**config.mk**
```make
export PLATFORM = sky130hd
export DESIGN_NAME = button_click_event_detector_core
export DESIGN_NICKNAME = d
export VERILOG_FILES = /design/src/design/bced_pkg.sv /design/src/design/bced_front.sv /design/src/design/bced_queue.sv /design/src/design/bced_back.sv /design/src/design/button_click_event_detector_core.sv
export SDC_FILE = /design/constraint.sdc
export NUM_CORES = 2
export LEC_CHECK = 0
export ABC_AREA = 1
export BUFFER_PORTS_ARGS = -buffer_cell sky130_fd_sc_hd__buf_2
export CAP_MARGIN = 20
export CORE_UTILIZATION = 65
export CTS_BUF_LIST = sky130_fd_sc_hd__clkbuf_16
export DETAILED_ROUTE_END_ITERATION = 16
export HOLD_SLACK_MARGIN = 0.1
export PLACE_DENSITY = 0.82
export SYNTH_ARGS = -nofsm -noshare
export SYNTH_HDL_FRONTEND = slang
export SYNTH_HIERARCHICAL = 1
export SYNTH_SLANG_ARGS = --single-unit
```
**constraint.sdc**
```tcl
create_clock -name clock -period 10.95 [get_ports clock]
set_clock_uncertainty 0.1 [all_clocks]
set_input_delay 1.095 -clock clock [delete_from_list [all_inputs] [get_ports clock]]
set_output_delay 1.095 -clock clock [all_outputs]
set_load 0.05 [all_outputs]
```
**src/design/bced_pkg.sv**
```systemverilog
// ----------------------------------------------------------------------------
// bced_pkg: button click event detector shared definitions
// Field widths, level and event codes, register indexes and the types that
// carry items between the front, the event queue and the back end.
// ----------------------------------------------------------------------------
`default_nettype none

package bced_pkg;

   localparam int NUM_BUTTONS = 8;
   localparam int BUTTON_W    = 3;
   localparam int LEVEL_W     = 2;
   localparam int EVENT_W     = 3;
   localparam int ENABLE_W    = 8;
   localparam int TICK_W      = 10;
   localparam int MS_W        = 16;
   localparam int COUNT_W     = 17;
   localparam int CLICK_W     = 8;
   localparam int PROD_W      = COUNT_W + TICK_W;
   localparam int CSR_INDEX_W = 2;
   localparam int CSR_DATA_W  = 16;

   // up to three events per item
   localparam int EVENTS_MAX = 3;
   localparam int EV_CNT_W   = 2;

   localparam int QUEUE_DEPTH = 4;
   localparam int QUEUE_PTR_W = 2;

   localparam logic [LEVEL_W-1:0] LVL_RELEASED = 2'd0;
   localparam logic [LEVEL_W-1:0] LVL_PRESSED  = 2'd1;
   localparam logic [LEVEL_W-1:0] LVL_UNKNOWN  = 2'd2;

   localparam logic [EVENT_W-1:0] EV_PRESS   = 3'd0;
   localparam logic [EVENT_W-1:0] EV_LONG    = 3'd1;
   localparam logic [EVENT_W-1:0] EV_RELEASE = 3'd2;
   localparam logic [EVENT_W-1:0] EV_CLICK   = 3'd3;
   localparam logic [EVENT_W-1:0] EV_DOUBLE  = 3'd4;

   localparam logic [CSR_INDEX_W-1:0] CSR_ENABLE_MASK     = 2'd0;
   localparam logic [CSR_INDEX_W-1:0] CSR_TICK_MS         = 2'd1;
   localparam logic [CSR_INDEX_W-1:0] CSR_LONG_PRESS_MS   = 2'd2;
   localparam logic [CSR_INDEX_W-1:0] CSR_CLICK_WINDOW_MS = 2'd3;

   localparam logic [ENABLE_W-1:0] ENABLE_MASK_RST     = '0;
   localparam logic [TICK_W-1:0]   TICK_MS_RST         = 10'd10;
   localparam logic [MS_W-1:0]     LONG_PRESS_MS_RST   = 16'd1000;
   localparam logic [MS_W-1:0]     CLICK_WINDOW_MS_RST = 16'd300;

   localparam logic [COUNT_W-1:0] COUNT_MAX = '1;
   localparam logic [CLICK_W-1:0] CLICK_MAX = '1;

   typedef struct packed {
      logic [BUTTON_W-1:0] button;
      logic [LEVEL_W-1:0]  level;
   } req_item_type;

   typedef struct packed {
      logic [BUTTON_W-1:0] button_id;
      logic [EVENT_W-1:0]  event_res;
      logic                last;
   } rsp_item_type;

   // all events caused by one item
   typedef struct packed {
      logic [BUTTON_W-1:0]                  button_id;
      logic [EV_CNT_W-1:0]                  count;
      logic [EVENTS_MAX-1:0][EVENT_W-1:0]   events;
   } bundle_type;

   typedef struct packed {
      logic       valid;
      bundle_type data;
   } bundle_write_type;

   typedef struct packed {
      logic full;
      logic empty;
   } queue_status_type;

endpackage

`default_nettype wire

```
**src/design/bced_front.sv**
```systemverilog
// ----------------------------------------------------------------------------
// bced_front: per-button state and event classification
// Holds the configuration registers and the per-button counters, takes one
// item per cycle unless the queue is full, and queues the events it causes.
// ----------------------------------------------------------------------------
`default_nettype none

module bced_front (
   input  logic                                   clock,
   input  logic                                   reset,
   input  logic                                   push,
   output logic                                   full,
   input  bced_pkg::req_item_type                 req_item,
   input  logic                                   csr_we,
   input  logic [bced_pkg::CSR_INDEX_W-1:0]       csr_index,
   input  logic [bced_pkg::CSR_DATA_W-1:0]        csr_wdata,
   input  bced_pkg::queue_status_type             q_status,
   output bced_pkg::bundle_write_type             q_write
);
   import bced_pkg::*;

   logic [ENABLE_W-1:0] enable_mask_ff;
   logic [TICK_W-1:0]   tick_ms_ff;
   logic [MS_W-1:0]     long_press_ms_ff;
   logic [MS_W-1:0]     click_window_ms_ff;

   logic [COUNT_W-1:0] hold_count_ff   [NUM_BUTTONS];
   logic [CLICK_W-1:0] click_count_ff  [NUM_BUTTONS];
   logic [COUNT_W-1:0] window_count_ff [NUM_BUTTONS];
   logic [LEVEL_W-1:0] prior_level_ff  [NUM_BUTTONS];

   logic [COUNT_W-1:0] hold_in;
   logic [CLICK_W-1:0] click_in;
   logic [COUNT_W-1:0] window_in;
   logic [LEVEL_W-1:0] prior_in;

   logic [BUTTON_W-1:0] btn;
   logic                btn_ok;
   logic                accept;
   logic [COUNT_W-1:0]  hold_cur;
   logic [CLICK_W-1:0]  click_cur;
   logic [COUNT_W-1:0]  window_cur;
   logic [LEVEL_W-1:0]  prior_cur;
   logic [PROD_W-1:0]   hold_prod;
   logic [PROD_W-1:0]   window_prod;
   logic                long_hit;
   logic                window_hit;

   logic [EVENTS_MAX-1:0][EVENT_W-1:0] ev_list;
   logic [EV_CNT_W-1:0]                ev_cnt;

   assign full   = q_status.full;
   assign accept = push && !q_status.full;
   assign btn    = req_item.button;
   assign btn_ok = (32'(btn) < NUM_BUTTONS) && enable_mask_ff[btn];

   assign hold_cur   = hold_count_ff[btn];
   assign click_cur  = click_count_ff[btn];
   assign window_cur = window_count_ff[btn];
   assign prior_cur  = prior_level_ff[btn];

   assign hold_prod   = PROD_W'(hold_cur) * PROD_W'(tick_ms_ff);
   assign window_prod = PROD_W'(window_cur) * PROD_W'(tick_ms_ff);
   assign long_hit    = hold_prod > PROD_W'(long_press_ms_ff);
   assign window_hit  = window_prod > PROD_W'(click_window_ms_ff);

   always_comb begin
      hold_in   = hold_cur;
      click_in  = click_cur;
      window_in = window_cur;
      prior_in  = prior_cur;
      ev_list   = '0;
      ev_cnt    = '0;

      if (req_item.level == LVL_PRESSED) begin
         ev_list[ev_cnt] = EV_PRESS;
         ev_cnt          = ev_cnt + 2'd1;
         prior_in        = LVL_PRESSED;
         if (long_hit) begin
            ev_list[ev_cnt] = EV_LONG;
            ev_cnt          = ev_cnt + 2'd1;
         end else if (hold_cur != COUNT_MAX) begin
            hold_in = hold_cur + 1'b1;
         end
      end else if (req_item.level == LVL_RELEASED) begin
         hold_in = '0;
         if (prior_cur == LVL_PRESSED) begin
            ev_list[ev_cnt] = EV_RELEASE;
            ev_cnt          = ev_cnt + 2'd1;
            prior_in        = LVL_RELEASED;
            if (click_cur != CLICK_MAX) begin
               click_in = click_cur + 1'b1;
            end
         end
      end

      // click window judged on the count that includes this item's release
      if (window_hit) begin
         if (click_in == CLICK_W'(1)) begin
            ev_list[ev_cnt] = EV_CLICK;
            ev_cnt          = ev_cnt + 2'd1;
         end else if (click_in == CLICK_W'(2)) begin
            ev_list[ev_cnt] = EV_DOUBLE;
            ev_cnt          = ev_cnt + 2'd1;
         end
         window_in = '0;
         click_in  = '0;
      end

      if (click_in != '0 && window_in != COUNT_MAX) begin
         window_in = window_in + 1'b1;
      end
   end

   assign q_write.valid          = accept && btn_ok && (ev_cnt != '0);
   assign q_write.data.button_id = btn;
   assign q_write.data.count     = ev_cnt;
   assign q_write.data.events    = ev_list;

   always_ff @(posedge clock) begin
      if (reset) begin
         enable_mask_ff     <= ENABLE_MASK_RST;
         tick_ms_ff         <= TICK_MS_RST;
         long_press_ms_ff   <= LONG_PRESS_MS_RST;
         click_window_ms_ff <= CLICK_WINDOW_MS_RST;
         for (int i = 0; i < NUM_BUTTONS; i++) begin
            hold_count_ff[i]   <= '0;
            click_count_ff[i]  <= '0;
            window_count_ff[i] <= '0;
            prior_level_ff[i]  <= LVL_UNKNOWN;
         end
      end else begin
         if (accept && btn_ok) begin
            hold_count_ff[btn]   <= hold_in;
            click_count_ff[btn]  <= click_in;
            window_count_ff[btn] <= window_in;
            prior_level_ff[btn]  <= prior_in;
         end
         if (csr_we) begin
            unique case (csr_index)
               CSR_ENABLE_MASK: begin
                  // newly enabled buttons start from a clean, unknown state
                  for (int i = 0; i < NUM_BUTTONS; i++) begin
                     if (csr_wdata[i] && !enable_mask_ff[i]) begin
                        hold_count_ff[i]   <= '0;
                        click_count_ff[i]  <= '0;
                        window_count_ff[i] <= '0;
                        prior_level_ff[i]  <= LVL_UNKNOWN;
                     end
                  end
                  enable_mask_ff <= csr_wdata[ENABLE_W-1:0];
               end
               CSR_TICK_MS:         tick_ms_ff         <= csr_wdata[TICK_W-1:0];
               CSR_LONG_PRESS_MS:   long_press_ms_ff   <= csr_wdata[MS_W-1:0];
               CSR_CLICK_WINDOW_MS: click_window_ms_ff <= csr_wdata[MS_W-1:0];
               default: ;
            endcase
         end
      end
   end

endmodule

`default_nettype wire

```
**src/design/bced_queue.sv**
```systemverilog
// ----------------------------------------------------------------------------
// bced_queue: event bundle queue
// Short first-in first-out buffer of event bundles between the front and the
// back end, so that either side can stall on its own.
// ----------------------------------------------------------------------------
`default_nettype none

module bced_queue (
   input  logic                          clock,
   input  logic                          reset,
   input  bced_pkg::bundle_write_type    q_write,
   input  logic                          q_pop,
   output bced_pkg::queue_status_type    q_status,
   output bced_pkg::bundle_type          q_head
);
   import bced_pkg::*;

   bundle_type             entries_ff [QUEUE_DEPTH];
   logic [QUEUE_PTR_W-1:0] wr_ptr_ff;
   logic [QUEUE_PTR_W-1:0] rd_ptr_ff;
   logic [QUEUE_PTR_W:0]   count_ff;
   logic [QUEUE_PTR_W:0]   count_in;

   assign q_status.full  = (count_ff == (QUEUE_PTR_W + 1)'(QUEUE_DEPTH));
   assign q_status.empty = (count_ff == '0);
   assign q_head         = entries_ff[rd_ptr_ff];

   always_comb begin
      count_in = count_ff;
      if (q_write.valid && !q_pop) begin
         count_in = count_ff + 1'b1;
      end else if (!q_write.valid && q_pop) begin
         count_in = count_ff - 1'b1;
      end
   end

   always_ff @(posedge clock) begin
      if (reset) begin
         wr_ptr_ff <= '0;
         rd_ptr_ff <= '0;
         count_ff  <= '0;
      end else begin
         if (q_write.valid) begin
            wr_ptr_ff <= wr_ptr_ff + 1'b1;
         end
         if (q_pop) begin
            rd_ptr_ff <= rd_ptr_ff + 1'b1;
         end
         count_ff <= count_in;
      end
   end

   always_ff @(posedge clock) begin
      if (q_write.valid) begin
         entries_ff[wr_ptr_ff] <= q_write.data;
      end
   end

endmodule

`default_nettype wire

```
**src/design/bced_back.sv**
```systemverilog
// ----------------------------------------------------------------------------
// bced_back: event serializer and result register
// Takes the bundle at the head of the queue apart into single events, one per
// cycle while results are popped, and holds the oldest result until popped.
// ----------------------------------------------------------------------------
`default_nettype none

module bced_back (
   input  logic                          clock,
   input  logic                          reset,
   input  bced_pkg::queue_status_type    q_status,
   input  bced_pkg::bundle_type          q_head,
   output logic                          q_pop,
   input  logic                          pop,
   output logic                          empty,
   output bced_pkg::rsp_item_type        rsp_item
);
   import bced_pkg::*;

   logic                rsp_valid_ff;
   rsp_item_type        rsp_item_ff;
   logic [EV_CNT_W-1:0] idx_ff;

   logic take;
   logic load;
   logic is_last;

   assign take    = !rsp_valid_ff || pop;
   assign load    = take && !q_status.empty;
   assign is_last = (idx_ff == q_head.count - 2'd1);
   assign q_pop   = load && is_last;

   assign empty    = !rsp_valid_ff;
   assign rsp_item = rsp_item_ff;

   always_ff @(posedge clock) begin
      if (reset) begin
         rsp_valid_ff <= 1'b0;
         idx_ff       <= '0;
      end else if (take) begin
         rsp_valid_ff <= load;
         if (load) begin
            idx_ff <= is_last ? '0 : idx_ff + 2'd1;
         end
      end
   end

   always_ff @(posedge clock) begin
      if (load) begin
         rsp_item_ff.button_id <= q_head.button_id;
         rsp_item_ff.event_res <= q_head.events[idx_ff];
         rsp_item_ff.last      <= is_last;
      end
   end

endmodule

`default_nettype wire

```
**src/design/button_click_event_detector_core.sv**
```systemverilog
// ----------------------------------------------------------------------------
// Path: the events of a taken item go as one bundle into a queue entry,
//   then one by one into the result register while results are popped.
// Throughput: one item per cycle in while the queue has room and items give
//   at most one event each; events leave one per cycle while popped, and a
//   4-deep bundle queue absorbs the difference.
// Reset: synchronous; registers to defaults, all buttons disabled and unknown.
// ----------------------------------------------------------------------------
`default_nettype none

module button_click_event_detector_core (
   input  logic                                clock,
   input  logic                                reset,
   input  logic                                push,
   output logic                                full,
   input  bced_pkg::req_item_type              req_item,
   output logic                                empty,
   input  logic                                pop,
   output bced_pkg::rsp_item_type              rsp_item,
   input  logic                                csr_we,
   input  logic [bced_pkg::CSR_INDEX_W-1:0]    csr_index,
   input  logic [bced_pkg::CSR_DATA_W-1:0]     csr_wdata
);
   import bced_pkg::*;

   bundle_write_type q_write;
   queue_status_type q_status;
   bundle_type       q_head;
   logic             q_pop;

   bced_front u_front (
      .clock     (clock),
      .reset     (reset),
      .push      (push),
      .full      (full),
      .req_item  (req_item),
      .csr_we    (csr_we),
      .csr_index (csr_index),
      .csr_wdata (csr_wdata),
      .q_status  (q_status),
      .q_write   (q_write)
   );

   bced_queue u_queue (
      .clock    (clock),
      .reset    (reset),
      .q_write  (q_write),
      .q_pop    (q_pop),
      .q_status (q_status),
      .q_head   (q_head)
   );

   bced_back u_back (
      .clock    (clock),
      .reset    (reset),
      .q_status (q_status),
      .q_head   (q_head),
      .q_pop    (q_pop),
      .pop      (pop),
      .empty    (empty),
      .rsp_item (rsp_item)
   );

`ifndef SYNTHESIS
   // events of one item come out without a gap
   a_item_contiguous: assert property (@(posedge clock) disable iff (reset)
      (!empty && pop && !rsp_item.last) |=> !empty)
      else $error("event stream broken inside an item");

   a_same_button: assert property (@(posedge clock) disable iff (reset)
      (!empty && pop && !rsp_item.last) |=> (rsp_item.button_id == $past(rsp_item.button_id)))
      else $error("button changed inside an item");

   a_after_press: assert property (@(posedge clock) disable iff (reset)
      (!empty && pop && !rsp_item.last && rsp_item.event_res == EV_PRESS) |=>
      (rsp_item.event_res == EV_LONG || rsp_item.event_res == EV_CLICK ||
       rsp_item.event_res == EV_DOUBLE))
      else $error("bad event after press");

   a_click_last: assert property (@(posedge clock) disable iff (reset)
      (!empty && (rsp_item.event_res == EV_CLICK || rsp_item.event_res == EV_DOUBLE))
      |-> rsp_item.last)
      else $error("click judgement not last event of item");
`endif

endmodule

`default_nettype wire

```
* Yosys cells after proc, flatten, opt, wreduce, memory -nomap -nowiden
Memory sizes are Yosys's and may differ from the RTL's. A register that Yosys moved wholly into a read port is not among the register bits.
Cells that the tools add are included.
W data, S select, Z words.
** Word-level totals
- Output and inout bits :: 9
- Bits of input ports :: 28
- Bits in writable memories :: 408
- Memories :: 5
- Logic and storage cells :: 246
- Bits in registers :: 67
** Memory list
- u_front.hold_count_ff :: words 8, width 17, rd ports 1, clocked after memory_dff 0, write ports 9, RTL line bced_front.sv:27 : logic [COUNT_W-1:0] hold_count_ff [NUM_BUTTONS];
- u_front.window_count_ff :: words 8, width 17, rd ports 1, clocked after memory_dff 0, write ports 9, RTL line bced_front.sv:29 : logic [COUNT_W-1:0] window_count_ff [NUM_BUTTONS];
- u_front.click_count_ff :: words 8, width 8, rd ports 1, clocked after memory_dff 0, write ports 9, RTL line bced_front.sv:28 : logic [CLICK_W-1:0] click_count_ff [NUM_BUTTONS];
- u_queue.entries_ff :: words 4, width 14, rd ports 1, clocked after memory_dff 1, write ports 1, RTL line bced_queue.sv:18 : bundle_type entries_ff [QUEUE_DEPTH];
- u_front.prior_level_ff :: words 8, width 2, rd ports 1, clocked after memory_dff 0, write ports 9, RTL line bced_front.sv:30 : logic [LEVEL_W-1:0] prior_level_ff [NUM_BUTTONS];
** Cells by class
- Reductions and logical operators :: 42
- Muxes and demuxes :: 119
- Add/subtract/negate cells :: 10
- Magnitude comparators :: 6
- Multiply operators :: 2
- Bitwise operators :: 38
- Equal/unequal tests :: 12
** Operators with widths (number)
- $mux W17 :: 22
- $mux W8 :: 13
- $gt A27 B16 Y1 :: 2
- $mul A17 B10 Y27 :: 2
- $mux W1 :: 51
- $mux W2 :: 21
- $add A17 B1 Y17 const B :: 2
- $ne A17 B17 Y1 const B :: 2
- $or A1 B1 Y1 :: 32
- $mux W9 :: 3
- $mux W3 :: 6
- $logic_and A1 B1 Y1 :: 17
- $logic_not A1 Y1 :: 13
- $reduce_and A2 Y1 :: 5
- $add A2 B1 Y2 const B :: 4
- $add A8 B1 Y8 const B :: 1
- $eq A8 B1 Y1 const B :: 1
- $eq A8 B2 Y1 const B :: 1
- $ne A8 B8 Y1 const B :: 1
- $reduce_bool A8 Y1 :: 1
- $and A4 B6 Y6 :: 1
- $bmux W3 S2 :: 1
- $demux W3 S2 :: 1
- $eq A2 B1 Y1 const B :: 3
- other kinds (19) :: 23

* Depth between registers and ports, before layout
An unclocked memory read counts as a cell.
- Depth after elaboration :: 16
- Depth in mapped cells :: 58
- Mapped depth without buffers :: 53

* Cells and area by module
The synthesis kept the hierarchy.
** By module, submodules not included
- bced_front :: sequential area each 11571.1 um2, cells an instance 3722, area each 31345.1 um2, times used 1
- bced_queue :: sequential area each 1861.8 um2, cells an instance 193, area each 2537.4 um2, times used 1
- bced_back :: sequential area each 270.3 um2, cells an instance 53, area each 480.5 um2, times used 1

* Worst setup path after synthesis
Ideal clock, no wire load.
- Kind :: input to register
- Start :: input port req_item[2] in the netlist's numbering
- End :: memory u_front.window_count_ff[0][3], data pin
- Data arrival time :: 9.372 ns
- Path buffers :: 5
- Required time :: 10.579 ns
- Path slack :: 1.207 ns
- Library setup time :: 0.271 ns
- Stages on the path :: 48
- Cell sequence :: buf_6 > buf_6 > buf_6 > nand3_1 > inv_2 > buf_2 > a22o_1 > a221oi_1 > nand2_1 > inv_1 > nor2_1 > fa_1 > fa_1 > inv_1 > fa_1 > inv_1 > fa_1 > inv_1 > [12 not listed] > nor4_1 > nand3_1 > nor2_1 > nand3_1 > nand2_2 > nand3_1 > clkbuf_1 > nor2_1 > ha_1 > inv_1 > nor3_2 > nand3_1 > nor4_1 > ha_1 > inv_1 > nand3_1 > xor2_1 > nor2_1
** RTL lines
- from (decl) :: RTL line button_click_event_detector_core.sv:16 : input bced_pkg::req_item_type req_item,
- to (decl) :: RTL line bced_front.sv:29

==> results.py <==
metrics = {
    "layout": {
        "area_growth_pct": 7.15,
        "layout_common_cells": "nand2_1, inv_1, nor2_1, edfxtp_1, a21oi_1",
        "fill_cells": 3910,
        "drive_gt1_share_pct": 7.48,
        "final_area_um2": 36800,
        "layout_commonest_cell": "nand2_1",
        "final_nets": 4416,
        "diodes": 0,
    },
    "setup_path": {
        "critical_path_class": "in2reg",
        "path_common_cell": "inv_1",
        "worst-path-max-fanout": 17,
        "endpoint_kind": "flip-flop",
        "reg2regPathDepth": 39,
        "critPathSlowestCell": "fa_1",
        "cp_top_family": "adder cells",
        "max_stage_delay_ns": 0.54,
        "cp-start-kind": "primary input",
        "timing.rr.end": "u_front/window_count_ff[7][3]",
        "r2r_setup_slack_ns": 1.48,
        "cp.buffers_inverters": 13,
        "r2r_start": "u_front/tick_ms_ff[5]",
        "arrival_ns": 10.41,
        "cp_data_required_time_ns": 11.18,
    },
    "route": {
        "via_count": 28444,
        "ant_nets": 0,
        "wl_um": 96200,
        "drt-wirelength-per-cell_um": 20.5,
        "vias_per_cell": 6.05,
        "drtIter0Drc": 3593,
        "dr.pass1.iters": 7,
        "drcViolationCount": 0,
    },
    "worst_hold_path": {
        "min_path_cells": 1,
        "holdCritPathClass": "reg2reg",
        "worst_hold_startpoint": "u_queue/rd_ptr_ff[1]",
        "whs_endpoint": "u_queue/rd_ptr_ff[1]",
    },
    "timing": {
        "hold_viol": 0,
        "fin_crit_ns": 10.18,
        "fmax_ghz": 0.0983,
        "setup_viol": 0,
        "rsz0062_at_grt": "no",
        "slew_headroom_pct": 33.7,
        "finalCritPeriodShare_pct": 92.9,
        "finalSetupTns_ns": 0,
        "slew_violations": 0,
        "worstMarginPinSlew_ns": 0.993,
    },
    "yosys": {
        "synth_area_leader_cell": "edfxtp_1",
        "synth-simple-area-share_pct": 21.3,
        "synth-edff-count": 415,
        "synth_area_leaders": "edfxtp_1, fa_1, nand2_1",
        "synthesis.nets": 4399,
        "muxShareOfSynthArea_pct": 0,
        "synth-seq-cells": 477,
        "netlist_instances": 3968,
        "ys_async_sr_fraction_pct": 0,
        "synthXorXnorAreaFrac_pct": 1.38,
        "synth.top_cell.area_share_pct": 36.3,
        "yosysWarnings": 6,
        "synth-compound-area-share_pct": 9.30,
        "synthesis.area_um2": 34400,
        "synthAdderAreaFrac_pct": 19.9,
        "synth_top_family_by_area": "simple AND/OR/NAND/NOR gates",
        "syn_area_per_cell_um2": 8.66,
        "yosysSeqAreaShare_pct": 39.9,
        "yosys_most_used_dff": "edfxtp_1",
        "yosysUniqueCellTypes": 59,
    },
    "pwr": {
        "power.leakage_nw": 16.2,
        "p_seq_share_pct": 38.0,
        "p_clk_share_pct": 28.9,
        "p_switching_mw": 2.02,
        "power.density_nw_per_um2": 151,
        "switching_share_pct": 36.4,
        "peakVddDrop_mv": 0.163,
        "p_comb_share_pct": 33.1,
        "power.internal_mw": 3.53,
    },
    "die": {
        "rows": 83,
        "fp.dieW_um": 232,
        "ioPinCount": 37,
        "die_area_um2": 53800,
        "die_h_um": 232,
        "start_util_pct": 66.3,
        "core_um2": 51800,
    },
    "clocking": {
        "clockBufferDepth": 3,
        "cts_max_level": 2,
        "clk_pin_slew_ns": 0.06,
        "cts_tree": "yes",
        "numCtsBuffers": 48,
        "clk_latency_ns": 0.62,
        "cts_hold_buffers": 0,
        "cts.sinks": 477,
        "clockRootBuffer": "clkbuf_16",
    },
    "placement": {
        "globalplace.congestion": 1.02,
        "dpl_cell_area_um2": 35300,
        "dpl.hpwl_um": 65900,
        "io_buffers": 36,
    },
    "status": {
        "status": "finished clean",
    },
    "global_route": {
        "overflow": 0,
        "grtUsageTotal_pct": 36.8,
        "grt_pass1_wl_um": 152000,
        "grt_max_degree": 49,
        "grt_pass1_vias": 28007,
        "antenna_found_initial": 0,
    },
    "flow_run": {
        "maxCapViolCount": 0,
    },
}
==> registers in the layout, indices dropped and copies added (netlist names), named ones only <==
name and cells:
u_front/tick_ms_ff 10, u_back/rsp_valid_ff 1, u_front/long_press_ms_ff 16, u_back/rsp_item 7, u_front/enable_mask_ff 8, u_back/idx_ff 2, u_queue/wr_ptr_ff 2, u_front/click_window_ms_ff 16
u_queue/count_ff 3, u_queue/rd_ptr_ff 2, u_front/prior_level_ff 16, u_front/hold_count_ff 136, u_queue/entries_ff 56, u_front/window_count_ff 136, u_front/click_count_ff 64
==> per-layer routing <==
| metal | track usage (%) | routed length, um | vias up |
|---|---|---|---|
| li1 | - | - | 12868 |
| met1 | 48.9 | 35200 | 13333 |
| met2 | 58.8 | 44300 | 1914 |
| met3 | 8.17 | 12400 | 329 |
| met4 | 14.4 | 4310 | 0 |
| met5 | 0 | 0 | - |
==> power by group through the flow <==
stage	combinational, mW	clock [mW]	sequential (mW)
final	1.84	1.60	2.11
after detailed placement	1.77	0	2.14
after global routing	2.05	1.67	2.12
after CTS	1.80	1.60	2.11
after floorplan	1.26	0	2.18
after global placement	1.75	0	2.14
==> per-stage QoR <==
step	worst slack [ns]	util (%)	hold WS [ns]	power, mW	std cells
floorplan	1.21	-	0.312	3.44	3968
global placement	0.573	68.1	0.327	3.89	4614
detailed placement	0.259	68.1	0.336	3.92	4614
CTS	0.864	71.0	0.346	5.51	4704
global route	0.0638	71.1	0.364	5.84	4705
finish	0.773	71.1	0.343	5.55	4705
==> worst max path at each step <==
stage	startpoint	end	slack (ns)	depth (start not counted)
after floorplan	req_item[2]	u_front/window_count_ff[0][3]	1.21	48
after global placement	req_item[3]	u_queue/count_ff[2]	0.57	49
after detailed placement	req_item[3]	u_front/window_count_ff[7][3]	0.26	45
after CTS	req_item[3]	u_front/window_count_ff[7][3]	0.86	45
after global routing	req_item[3]	u_front/window_count_ff[7][3]	0.06	45
final	req_item[3]	u_front/window_count_ff[7][3]	0.77	47
==> kinds of logic after synthesis <==
family / count (synthesis)
and+or+nand+nor: 1763
adders and majority gates: 403
xor gates and xnor gates: 51
AOI/OAI and AO/OA: 570
buffers and inverters: 704
DFF: 477
==> Yosys cell counts (3+ instances only) <==
cell and n:
nor3b_1 8, nand3_2 5, buf_6 10, nand3_1 94, and2_1 10, nand2_4 3
a211oi_1 3, o211ai_1 16, nor3_1 21, buf_2 29, nand3b_1 11, o21ai_0 127
inv_2 25, a22o_1 24, clkinv_1 17, inv_1 506, ha_1 166, nor2_4 8
nor4_1 3, o21bai_1 3, buf_4 22, clkbuf_1 86, nor2_1 515, fa_1 237
xnor2_1 24, nor2_2 16, edfxtp_1 415, buf_1 5, nand2_1 995, o22ai_1 16
a21oi_1 300, nand2_2 28, a221oi_1 38, nand4_1 31, nor3_2 4, xor2_1 25
dfxtp_1 62, o21ai_1 33
==> area by class of cell <==
class	instances	area, um^2	share of cell area [%]
Clock buffer	48	1200	3.26
Clock inverter	42	324	0.880
Inverter	550	2080	5.64
Multi-Input combinational cell	2787	17800	48.4
Sequential cell	477	13700	37.2
Tap cell	680	851	2.31
Timing Repair Buffer	121	858	2.33
==> worst register-to-register path, delay by kind of cell (launching register included) <==
kind	cells	cell delay, ns
xor+xnor	2	0.70
simple gates	18	2.36
compound gates	2	0.39
buf+inv	8	1.27
fa+ha+maj	9	3.74
flops	1	0.65
==> what timing repair did <==
item,4_1_cts,5_1_grt
buffers inserted,0,0
gates resized for setup,0,2
setup endpoints to repair,0,1
Power figures use the tool's default switching activity.
